==> src/rtl/core/first_free_slot_table_top_assert.svh <==
// Assertion macros shared by the first free slot table RTL.
// Expects clk and the active-low rst_n in the scope where a macro is used.
`ifndef FIRST_FREE_SLOT_TABLE_TOP_ASSERT_SVH
`define FIRST_FREE_SLOT_TABLE_TOP_ASSERT_SVH

// The condition must hold in the same cycle as the trigger.
`define FFST_ASSERT_SAME(label, trig, cond) \
    label: assert property (@(posedge clk) disable iff (!rst_n) (trig) |-> (cond)) \
        else $error("first free slot table: same-cycle check failed");

// The condition must hold in the cycle after the trigger.
`define FFST_ASSERT_NEXT(label, trig, cond) \
    label: assert property (@(posedge clk) disable iff (!rst_n) (trig) |=> (cond)) \
        else $error("first free slot table: next-cycle check failed");

`endif

==> src/rtl/core/ffst_pkg.sv <==
// Shared types, operation codes and widths of the first free slot table.
// No dependencies; every other file of the block but the RAM and the assertion header imports it.
package ffst_pkg;

    localparam int SLOTS_DEFAULT      = 256;
    localparam int VALUE_BITS_DEFAULT = 32;

    // The occupancy search works on chunks of this many slots.
    localparam int CHUNK_BITS     = 32;
    localparam int CHUNK_IDX_BITS = 5;

    localparam int OP_BITS         = 3;
    localparam int INDEX_BITS      = 8;
    localparam int PORT_VALUE_BITS = 32;
    localparam int COUNT_BITS      = 9;
    localparam int S_TDATA_BITS    = 40;
    localparam int M_TDATA_BITS    = 64;
    localparam int M_TDATA_USED    = INDEX_BITS + PORT_VALUE_BITS + 2 * COUNT_BITS;

    localparam logic [OP_BITS-1:0] OP_SET_FIRST = 3'd0;
    localparam logic [OP_BITS-1:0] OP_SET_AT    = 3'd1;
    localparam logic [OP_BITS-1:0] OP_LOOKUP    = 3'd2;
    localparam logic [OP_BITS-1:0] OP_RAW       = 3'd3;
    localparam logic [OP_BITS-1:0] OP_UNSET     = 3'd4;
    localparam logic [OP_BITS-1:0] OP_COUNT     = 3'd5;

    typedef struct packed {
        logic accept;
        logic chunk_step;
        logic bit_step;
        logic exec;
        logic trim;
    } ffst_cmd_t;

    typedef struct packed {
        logic [OP_BITS-1:0] in_op;
        logic [OP_BITS-1:0] op;
        logic               lower;
        logic               out_free;
    } ffst_stat_t;

endpackage

==> src/rtl/core/ffst_ctrl.sv <==
// Controller state machine: sequences accept, search, execute and mark trim.
// Depends on ffst_pkg and the assertion macro header.
`include "first_free_slot_table_top_assert.svh"

module ffst_ctrl (
    input  logic                 clk,
    input  logic                 rst_n,
    input  logic                 s_tvalid,
    output logic                 s_tready,
    output ffst_pkg::ffst_cmd_t  cmd,
    input  ffst_pkg::ffst_stat_t stat
);
    import ffst_pkg::*;

    localparam logic [2:0] S_IDLE  = 3'd0;
    localparam logic [2:0] S_CHUNK = 3'd1;
    localparam logic [2:0] S_BIT   = 3'd2;
    localparam logic [2:0] S_EXEC  = 3'd3;
    localparam logic [2:0] S_TRIM  = 3'd4;

    logic [2:0] state_reg, state_next;

    always_comb
    begin
        cmd        = '0;
        state_next = state_reg;
        case (state_reg)
            S_IDLE:
            begin
                cmd.accept = s_tvalid;
                if (s_tvalid)
                begin
                    state_next = (stat.in_op == OP_SET_FIRST) ? S_CHUNK : S_EXEC;
                end
            end
            S_CHUNK:
            begin
                cmd.chunk_step = 1'b1;
                state_next     = S_BIT;
            end
            S_BIT:
            begin
                cmd.bit_step = 1'b1;
                state_next   = (stat.op == OP_UNSET) ? S_TRIM : S_EXEC;
            end
            S_EXEC:
            begin
                // Clearing the top slot produces no result yet; the mark search follows.
                if (stat.lower)
                begin
                    cmd.exec   = 1'b1;
                    state_next = S_CHUNK;
                end
                else if (stat.out_free)
                begin
                    cmd.exec   = 1'b1;
                    state_next = S_IDLE;
                end
            end
            S_TRIM:
            begin
                if (stat.out_free)
                begin
                    cmd.trim   = 1'b1;
                    state_next = S_IDLE;
                end
            end
            default:
            begin
                state_next = S_IDLE;
            end
        endcase
    end

    always_ff @(posedge clk or negedge rst_n)
    begin
        if (!rst_n)
        begin
            state_reg <= S_IDLE;
        end
        else
        begin
            state_reg <= state_next;
        end
    end

    assign s_tready = (state_reg == S_IDLE);

    `FFST_ASSERT_SAME(a_trim_only_on_unset, state_reg == S_TRIM, stat.op == OP_UNSET)
    `FFST_ASSERT_NEXT(a_chunk_then_bit, state_reg == S_CHUNK, state_reg == S_BIT)
    `FFST_ASSERT_NEXT(a_set_first_searches, cmd.accept && stat.in_op == OP_SET_FIRST,
        state_reg == S_CHUNK)

endmodule

==> config.mk <==
export PLATFORM = sky130hd
export DESIGN_NAME = ffst_ctrl
export DESIGN_NICKNAME = d
export VERILOG_FILES = /design/src/rtl/core/ffst_pkg.sv /design/src/rtl/core/ffst_ctrl.sv
export VERILOG_INCLUDE_DIRS = /design/src /design/src/rtl/core
export SDC_FILE = /design/constraint.sdc
export NUM_CORES = 1
export LEC_CHECK = 0
export BUFFER_PORTS_ARGS = -buffer_cell sky130_fd_sc_hd__clkbuf_2
export CELL_PAD_IN_SITES_DETAIL_PLACEMENT = 2
export CELL_PAD_IN_SITES_GLOBAL_PLACEMENT = 2
export CORE_AREA = 2 2 39 41
export CTS_BUF_LIST = sky130_fd_sc_hd__clkbuf_4
export DETAILED_ROUTE_END_ITERATION = 16
export DIE_AREA = 0 0 41 43
export PLACE_DENSITY_LB_ADDON = 0.12
export SYNTH_ARGS = -nofsm -noshare
export SYNTH_HDL_FRONTEND = slang
export SYNTH_SLANG_ARGS = --single-unit
==> constraint.sdc <==
create_clock -name clk -period 1.4 [get_ports clk]
set_input_delay 0.14 -clock clk [delete_from_list [all_inputs] [get_ports clk]]
set_output_delay 0.14 -clock clk [all_outputs]
set_load 0.02 [all_outputs]
==> metrics.txt, run 1 <==
# Max-Cap Violations=0; Slew Viols, Final=0; Clock Path Buffers=2; status=finished, final reports clean; hpwl dp=around 560 µm; count leader, synth=nor2_1; Post-Syn Area=235.2 µm²; clock tree skew after final layout=1.887 ps; crit path max fanout=12; DR DRC count=0; CTS tree=built; Die ar.=0.001763 mm²; Power Dens Cells=1972 mW/mm²; initial antenna violation count=0; post-synthesis sequential area ratio=31.91%; Starting DRT DRC Count=0; hold crit path type=in2reg; first-pass GRT wire length=between 1000 and 1500 µm; GR Layer Usage met3=1.571%; Final Util=roughly 28%; Worst EP required=1260 ps; Pleak=0.0001798 µW; RR Startpoint=state_reg[2]; gr ovfl total=0; crit end category=output pin; Yosys cell types=18; GRT met1 Usage=10.90%; Post-Synthesis Cells=27; die width=41 µm; DRT Wirelength=655 µm; Fin. Hold Viols=0; DIE HEIGHT=43 µm; Hold Path End=state_reg[1]; worst slew pin tran=313.6 ps; Worst-path clk slew=40 ps; Post-synth EDFFs=0; Layout fillers=166; crit share post-route=94.18%; Diodes inserted=0; RSZ-0062 raised after global routing=false; min-delay src=stat[7]; setup slack, reg-to-reg=220 ps; relative slew slack=78.90%; pin count of the biggest net entering global routing=13; GRT Resource Usage Total=8.626%; Synth warnings=0; fmax=758.4 MHz; area leader, netlist=dfrtp_1; final setup fails=0; ys async rst share=100.0%; Worst-Skew Late Latency=220 ps; Post-synth top cells=nor2_1, dfrtp_1, o211ai_2, o21ai_0; routed via count=266; min Tclk post-route=1319 ps; Port-buffer cells=16; flops & latches, synth=3; share of layout cells above drive strength 1=63.83%; R2R cell count=3; Synth top area share=31.91%; CP startpoint=state_reg[0]; Peak VDD IR=0.3476 mV; vias per cell=4.222; average cell area after synthesis=a little under 9 µm²; final setup TNS=0 ps; Setup Fix Bufs, Post-CTS=0; 1st-pass router iterations=1; Worst setup SP type=flop; clk sink count=3; drt wl/cell=between 10 and 15 µm; Num CTS Buffers=3; GRT met2 Usage=13.44%; Largest register FFs=3; kind of critical path=reg2out; R2R Path End=state_reg[0]; Final ANT Viol Nets=0; # rows=14; Final Wtd Congestion=0.6507; Arr. time, crit path=roughly 1200 ps; prevailing post-synth register cell=dfrtp_1; initial core utilization=17.00%; root buffer cell=clkbuf_4; core area=0.001384 mm²; Ports=17; # H-tree levels=1; Mapped Nets=38; Min-Delay Path Depth=3; number of global-route vias before repair=264; layer with the highest usage=met2; nets@finish=59; area delta synth->final=63.83%; top post-synthesis cells by area=dfrtp_1, o211ai_2, nor2_1
-- metrics by stage --
| stage | setup WS (ps) | power, µW | hold WS (ps) | instance area (µm²) | cells |
|---|---|---|---|---|---|
| floorplan | 10.04 | 470.1 | -155.6 | 235.2 | 27 |
| global placement | 231.7 | 578.5 | -60.64 | 327.8 | 58 |
| detailed placement | 205.0 | 583.9 | -59.99 | 327.8 | 58 |
| CTS | 19.49 | 759.8 | 198.2 | 369.1 | 63 |
| global route | 5.450 | 833.0 | 215.0 | 385.4 | 63 |
| finish | 81.42 | 760.1 | 195.7 | 385.4 | 63 |
-- repair_timing --
action | CTS | global route
endpoints found under the setup margin | 1 | 2
hold buffers | 1 | 0
resized for setup | 1 | 7
hold endpoints to repair | 3 | 0
gates cloned | 0 | 0
-- power breakdown --
part	leakage (µW)	total, µW	internal [µW]	switching [µW]
clock network	0.0000184	164	126	38.0
logic	0.000128	378	166	212
registers	0.0000335	218	128	90.3
total	0.000180	760	420	341
-- placed cells by master (no fill, tap or decap) --
cell type,count
clkbuf_2,15
nor2_1,5
clkbuf_4,4
dfrtp_2,3
o21ai_0,2
o211ai_2,2
nand2b_1,1
nor2_2,1
and2_1,1
nor3_1,1
nor4bb_2,1
nand2_2,1
nor2b_1,1
nor3b_2,1
a22oi_1,1
nor4_1,1
nand3b_1,1
or3_4,1
or2b_1,1
nand3_1,1
dlygate4sd3_1,1
buf_4,1
-- layer usage --
metal / share of wire [%] / vias to the layer above
met5: 0 / -
met3: 6.6 / 0
met2: 52 / 8
met4: 0 / 0
met1: 42 / 122
li1: - / 136
-- critical path, cell delays in order (launching register included) --
cell and delay [ps]:
dfrtp_2 480, nor4bb_2 290, buf_4 180
-- worst max path at each step --
stage,end,cells past startpoint
detailed placement,state_reg[0],3
floorplan,cmd[0],2
global route,cmd[4],4
CTS,cmd[4],4
global placement,state_reg[0],3
finish,cmd[0],2
-- cell families after synthesis --
| family | after synthesis | synth area share, % |
|---|---|---|
| flops | 3 | 31.91 |
| buf+inv | 1 | 3.193 |
| compound gates | 5 | 18.08 |
| simple gates | 18 | 46.81 |
-- cell type report --
cell class	instances	area, µm²	area share [%]
timing repair buffer	17	92.59	24.03
tap	16	20.02	5.195
clock buffer	4	30.03	7.792
sequential	3	78.83	20.45
multi-input combinational	23	163.9	42.53
Note: power is estimated with default switching activity, not from simulation.
==> run 2: changes to the inputs <==
ABC_AREA = 1   (was not set)
CORE_AREA = not set   (was 2 2 39 41)
CORE_UTILIZATION = 17   (was not set)
DIE_AREA = not set   (was 0 0 41 43)
==> metrics.txt, run 2 <==
status=finished, final reports clean; kind of critical path=reg2out; Fin Hold WS=139.3 ps (-56.39 ps); Arr. time, crit path=1240 ps (+60 ps); R2R Path End=state_reg[1]; clk sink count=3 (unchanged); top post-synthesis cells by area=dfrtp_1, nand2_1, inv_1; core area=0.001318 mm² (-4.8%); count leader, synth=nand2_1; sw frac=46.47% (+1.7 points); commonest non-fill, non-tap cells in the layout=clkbuf_2, nand2_1, inv_1, nor2_1; Clock Path Buffers=2 (unchanged); ys async rst share=100.0% (unchanged); crit end category=output pin; placed cell area=344.1 µm² (+5.0%); Final Wtd Congestion=0.6089 (-6.4%); hpwl dp=608.2 µm (+7.7%); die width=39.98 µm (-2.5%); Worst-Skew Late Latency=230 ps (about the same); Clock power frac=18.8% (-2.7 points); vias per cell=4.025 (-4.7%); Post-synth top cells=nand2_1, inv_1, nor2_1; Diodes inserted=0 (unchanged); first-pass GRT wire length=1028 µm (unchanged); DR DRC count=0 (unchanged); Num CTS Buffers=3 (unchanged); initial core utilization=18.61% (+1.6 points); Sequential Power Share=17.9% (-11 points); hold crit path type=in2reg; dpl ws=202.0 ps (-3.012 ps); crit share post-route=98.37% (+4.2 points); Ports=17 (unchanged); final setup fails=0 (unchanged); initial antenna violation count=0 (unchanged); Fin. Hold Viols=0 (unchanged); internal power=477.3 µW (+14%); share of layout cells above drive strength 1=48.48% (-15 points); relative slew slack=84.71% (+5.8 points); RSZ-0062 raised after global routing=true; clock tree skew after final layout=2.113 ps (+0.2258 ps); Mapped Nets=53 (+39%); R2R cell count=7 (+4); min-delay src=stat[0]; Largest register FFs=3 (unchanged); prevailing post-synth register cell=dfrtp_1; pin count of the biggest net entering global routing=6 (-7); gr ovfl total=0 (unchanged); root buffer cell=clkbuf_4; DIE HEIGHT=39.98 µm (-7.0%); Worst setup SP type=flop; # rows=13 (-1); Worst-path clk slew=40 ps (about the same); area delta synth->final=72.45%; RR Startpoint=state_reg[2]; Peak VDD IR=0.5555 mV (+60%); GRT Resource Usage Total=9.606% (+0.98 points); fmax=726.1 MHz (-4.3%); nets@finish=78 (+32%); Non-Filler Cell Area, Final=422.9 µm² (+9.7%); Final ANT Viol Nets=0 (unchanged); Synth top area share=30.61% (-1.3 points); sw power=414.3 µW (+22%); Layout fillers=173 (+4.2%); Yosys cell types=12 (-6); DRT Wirelength=750 µm (+15%); Slew Viols, Final=0 (unchanged); Post-Synthesis Cells=42 (+56%); routed via count=326 (+23%); post-synthesis sequential area ratio=30.61% (-1.3 points); Hold Path End=state_reg[2]; Pleak=0.0002515 µW (+40%); Post-Syn Area=245.2 µm² (+4.3%); Layout Cells excl Fill=81 (+29%); drt wl/cell=9.259 µm (-11%); average cell area after synthesis=5.839 µm² (-33%); commonest non-fill, non-tap cell in the layout=clkbuf_2; worst slew pin tran=226.9 ps (-86.67 ps); fin worst setup slack=22.79 ps (-58.63 ps); flops & latches, synth=3 (unchanged); Inst Count DP=73 (+26%); CTS tree=built; # H-tree levels=1 (unchanged); number of global-route vias before repair=298 (+13%); Die ar.=0.001598 mm² (-9.3%); Post-synth EDFFs=0 (unchanged); Port-buffer cells=16 (unchanged); Synth warnings=0 (unchanged); Power Dens Cells=2108 mW/mm² (+6.9%); # Max-Cap Violations=0 (unchanged); min Tclk post-route=1377 ps (+58.63 ps); Min-Delay Path Depth=2 (-1); 1st-pass router iterations=2 (+1); Logic pwr share=63.3% (+14 points); Starting DRT DRC Count=1 (+1); crit path max fanout=4 (-8); area leader, netlist=dfrtp_1; Final Util=32.10% (+4.3 points); setup slack, reg-to-reg=300 ps (+80 ps); Worst EP required=1260 ps (about the same)
[run 2: power by group through the flow]
stage,Clock (µW),Combinational (µW),Sequential [µW]
after floorplan,0,325,152
after global placement,0,455,159
after detailed placement,0,457,160
after CTS,173,475,163
after global routing,177,638,164
final,168,564,159
[run 2: layout make-up]
type | count | area (µm²) | share of cell area (%)
Clock buffer | 4 | 30.03 | 7.101
Inverter | 10 | 37.54 | 8.876
Multi-Input combinational cell | 29 | 142.6 | 33.73
Sequential cell | 3 | 75.07 | 17.75
Tap cell | 15 | 18.77 | 4.438
Timing Repair Buffer | 20 | 118.9 | 28.11
[run 2: worst max path at each step]
stage / start / to / depth (start not counted) / slack [ps]
global route: state_reg[0] / cmd[4] / 6 / -50
global placement: state_reg[0] / cmd[4] / 6 / 240
detailed placement: state_reg[1] / cmd[4] / 6 / 200
floorplan: state_reg[0] / cmd[4] / 5 / 100
CTS: state_reg[0] / cmd[4] / 6 / 0.9
finish: state_reg[0] / cmd[4] / 6 / 20
[run 2: per-stage QoR]
stage / total power [µW] / TNS (ps)
finish: 891.5 / 0
global route: 979.5 / -64.03
CTS: 811.9 / 0
detailed placement: 617.3 / 0
global placement: 613.3 / 0
floorplan: 476.1 / 0
[run 2: what timing repair did]
action,in CTS,in global routing
hold buffers,1,0
buffers inserted,0,3
setup endpoints to repair,1,2
cloned,0,0
hold endpoints to repair,3,0
gates resized for setup,3,5
pin swaps,0,3
[run 2: critical path: stages (launching register included)]
cell and delay (ps):
dfrtp_1 420, inv_2 80, nand2_2 60, nor2_4 140, inv_2 70, nor2_2 120
buf_6 120
[run 2: per-layer routing]
| layer | up-vias | global-route usage (%) | part of all wire (%) |
|---|---|---|---|
| li1 | 170 | - | - |
| met4 | 0 | 5.172 | 0 |
| met1 | 147 | 10.47 | 38 |
| met5 | - | 0 | 0 |
| met2 | 9 | 18.55 | 58 |
| met3 | 0 | 0 | 3.7 |
[run 2: cell families (layout without fill, tap and decap cells)]
group | after synthesis | count (layout) | synth area share (%)
and+or+nand+nor | 27 | 27 | 50.00
buffers and inverters | 10 | 34 | 15.31
DFF | 3 | 3 | 30.61
AOI/OAI and AO/OA | 2 | 2 | 4.078
==> run 3: changes to the inputs <==
CORE_MARGIN = 8   (was not set)
clock period = 1.5 ns   (was 1.4 ns; I/O delays follow)
==> metrics.txt, run 3 (synthesized netlist as in run 2, its figures left out) <==
status=finished, final reports clean; Peak VDD IR=0.5007 mV (-9.9%); hold crit path type=in2reg; Worst EP required=1350 ps (+90 ps); # Max-Cap Violations=0 (unchanged); initial core utilization=18.61% (unchanged); Port-buffer cells=16 (unchanged); number of global-route vias before repair=356 (+19%); clock tree skew after final layout=0.7904 ps (-1.323 ps); Layout fillers=178 (+2.9%); min-delay src=stat[0]; core area=0.001318 mm² (unchanged); Layout Cells excl Fill=78 (-3.7%); drt wl/cell=10.68 µm (+15%); Fin. Hold Viols=0 (unchanged); root buffer cell=clkbuf_4; vias per cell=4.077 (+1.3%); placed cell area=344.1 µm² (unchanged); Slew Viols, Final=0 (unchanged); share of layout cells above drive strength 1=41.27% (-7.2 points); CP startpoint=state_reg[0]; area taken by multi-input logic gates=137.6 µm² (-3.5%); pin count of the biggest net entering global routing=6 (unchanged); Num CTS Buffers=3 (unchanged); # rows=13 (unchanged); Setup Fix Bufs, Post-CTS=0 (unchanged); CTS tree=built; area delta synth->final=58.67%; clk sink count=3 (unchanged); DRT Wirelength=833 µm (+11%); min Tclk post-route=1368 ps; Worst setup SP type=flop; crit end category=output pin; commonest non-fill, non-tap cells in the layout=clkbuf_2, nand2_1, inv_1, nor2_1; # H-tree levels=1 (unchanged); hpwl dp=776.5 µm (+28%); die width=53.98 µm (+35%); routed via count=318 (-2.5%); crit path max fanout=4 (unchanged); commonest non-fill, non-tap cell in the layout=clkbuf_2; Non-Filler Cell Area, Final=389.1 µm² (-8.0%); Die ar.=0.002914 mm² (+82%); register area=75.07 µm² (unchanged); fmax=730.9 MHz; Pleak=0.0002377 µW (-5.5%); Largest register FFs=3 (unchanged); 1st-pass router iterations=2 (unchanged); relative slew slack=84.55% (-0.16 points); initial antenna violation count=0 (unchanged); DIE HEIGHT=53.98 µm (+35%); gr ovfl total=0 (unchanged); GRT Resource Usage Total=6.897% (-2.7 points); setup slack, reg-to-reg=400 ps (+100 ps); Worst-Skew Late Latency=230 ps (about the same); crit share post-route=91.21%; RR Startpoint=state_reg[2]; worst slew pin tran=229.3 ps (+2.447 ps); first-pass GRT wire length=1469 µm (+43%); final setup TNS=0 ps (unchanged); kind of critical path=reg2out; Arr. time, crit path=1220 ps (-20 ps); Starting DRT DRC Count=2 (+1); Final Wtd Congestion=0.6758 (+11%); Worst-path clk slew=40 ps (about the same); Ports=17 (unchanged); Inst Count DP=73 (unchanged); Diodes inserted=0 (unchanged); Clock Path Buffers=2 (unchanged); nets@finish=75 (-3.8%); Total Power=737.7 µW (-17%); RSZ-0062 raised after global routing=false; Final ANT Viol Nets=0 (unchanged); final setup fails=0 (unchanged); Power Dens Cells=1896 mW/mm² (-10%); DR DRC count=0 (unchanged)
## run 3: changes by cell type in the layout (fill, tap and decap cells not counted), sizes merged
cell / change
clkbuf: +1
buf: -4
## run 3: layer usage
| layer | GRT usage, % | share of wire [%] | up-vias |
|---|---|---|---|
| met5 | 0 | 0 | - |
| met4 | 3.689 | 0 | 0 |
| met3 | 1.928 | 3.7 | 0 |
| met2 | 13.13 | 59 | 5 |
| met1 | 6.481 | 37 | 146 |
| li1 | - | - | 167 |
## run 3: timing repair
| action | CTS | global route |
|---|---|---|
| setup endpoints to repair | 0 | 1 |
| resized for setup | 0 | 2 |
| hold buffers | 1 | 0 |
| hold endpoints to repair | 3 | 0 |
## run 3: path summary, 6_finish.rpt
path	to	cells after the start
setup / recovery	cmd[4]	6
hold / removal	state_reg[2]	2
setup reg to reg	state_reg[1]	7
hold reg to reg	state_reg[2]	3
max in group asynchronous	state_reg[0]	2
min in group asynchronous	state_reg[2]	2
## run 3: per-stage QoR
stage / hold WS, ps / util, % / setup slack, ps
2_1_floorplan: -145.6 / - / 192.9
3_3_place_gp: -52.38 / 26.12 / 355.9
3_5_place_dp: -53.13 / 26.12 / 320.0
4_1_cts: 156.5 / 29.15 / 64.33
5_1_grt: 183.4 / 29.53 / 7.241
6_report: 150.2 / 29.53 / 131.8
## run 3: cell type report
class,instances,share of cell area (%)
inverter,10,9.646
tap,15,4.823
clock buffer,4,7.717
timing repair buffer,17,23.15
sequential,3,19.29
multi-input combinational,29,35.37
## run 3: where the power goes
part | switching [µW] | total, µW | internal, µW
registers | 34.9 | 149 | 114
logic | 288 | 432 | 144
clock network | 38.9 | 156 | 118
total | 362 | 738 | 376
## run 3: critical path, stage by stage (launching register included)
cell,delay (ps)
dfrtp_1,420
inv_2,70
nand2_1,80
nor2_4,120
inv_2,70
nor2_1,80
buf_2,160
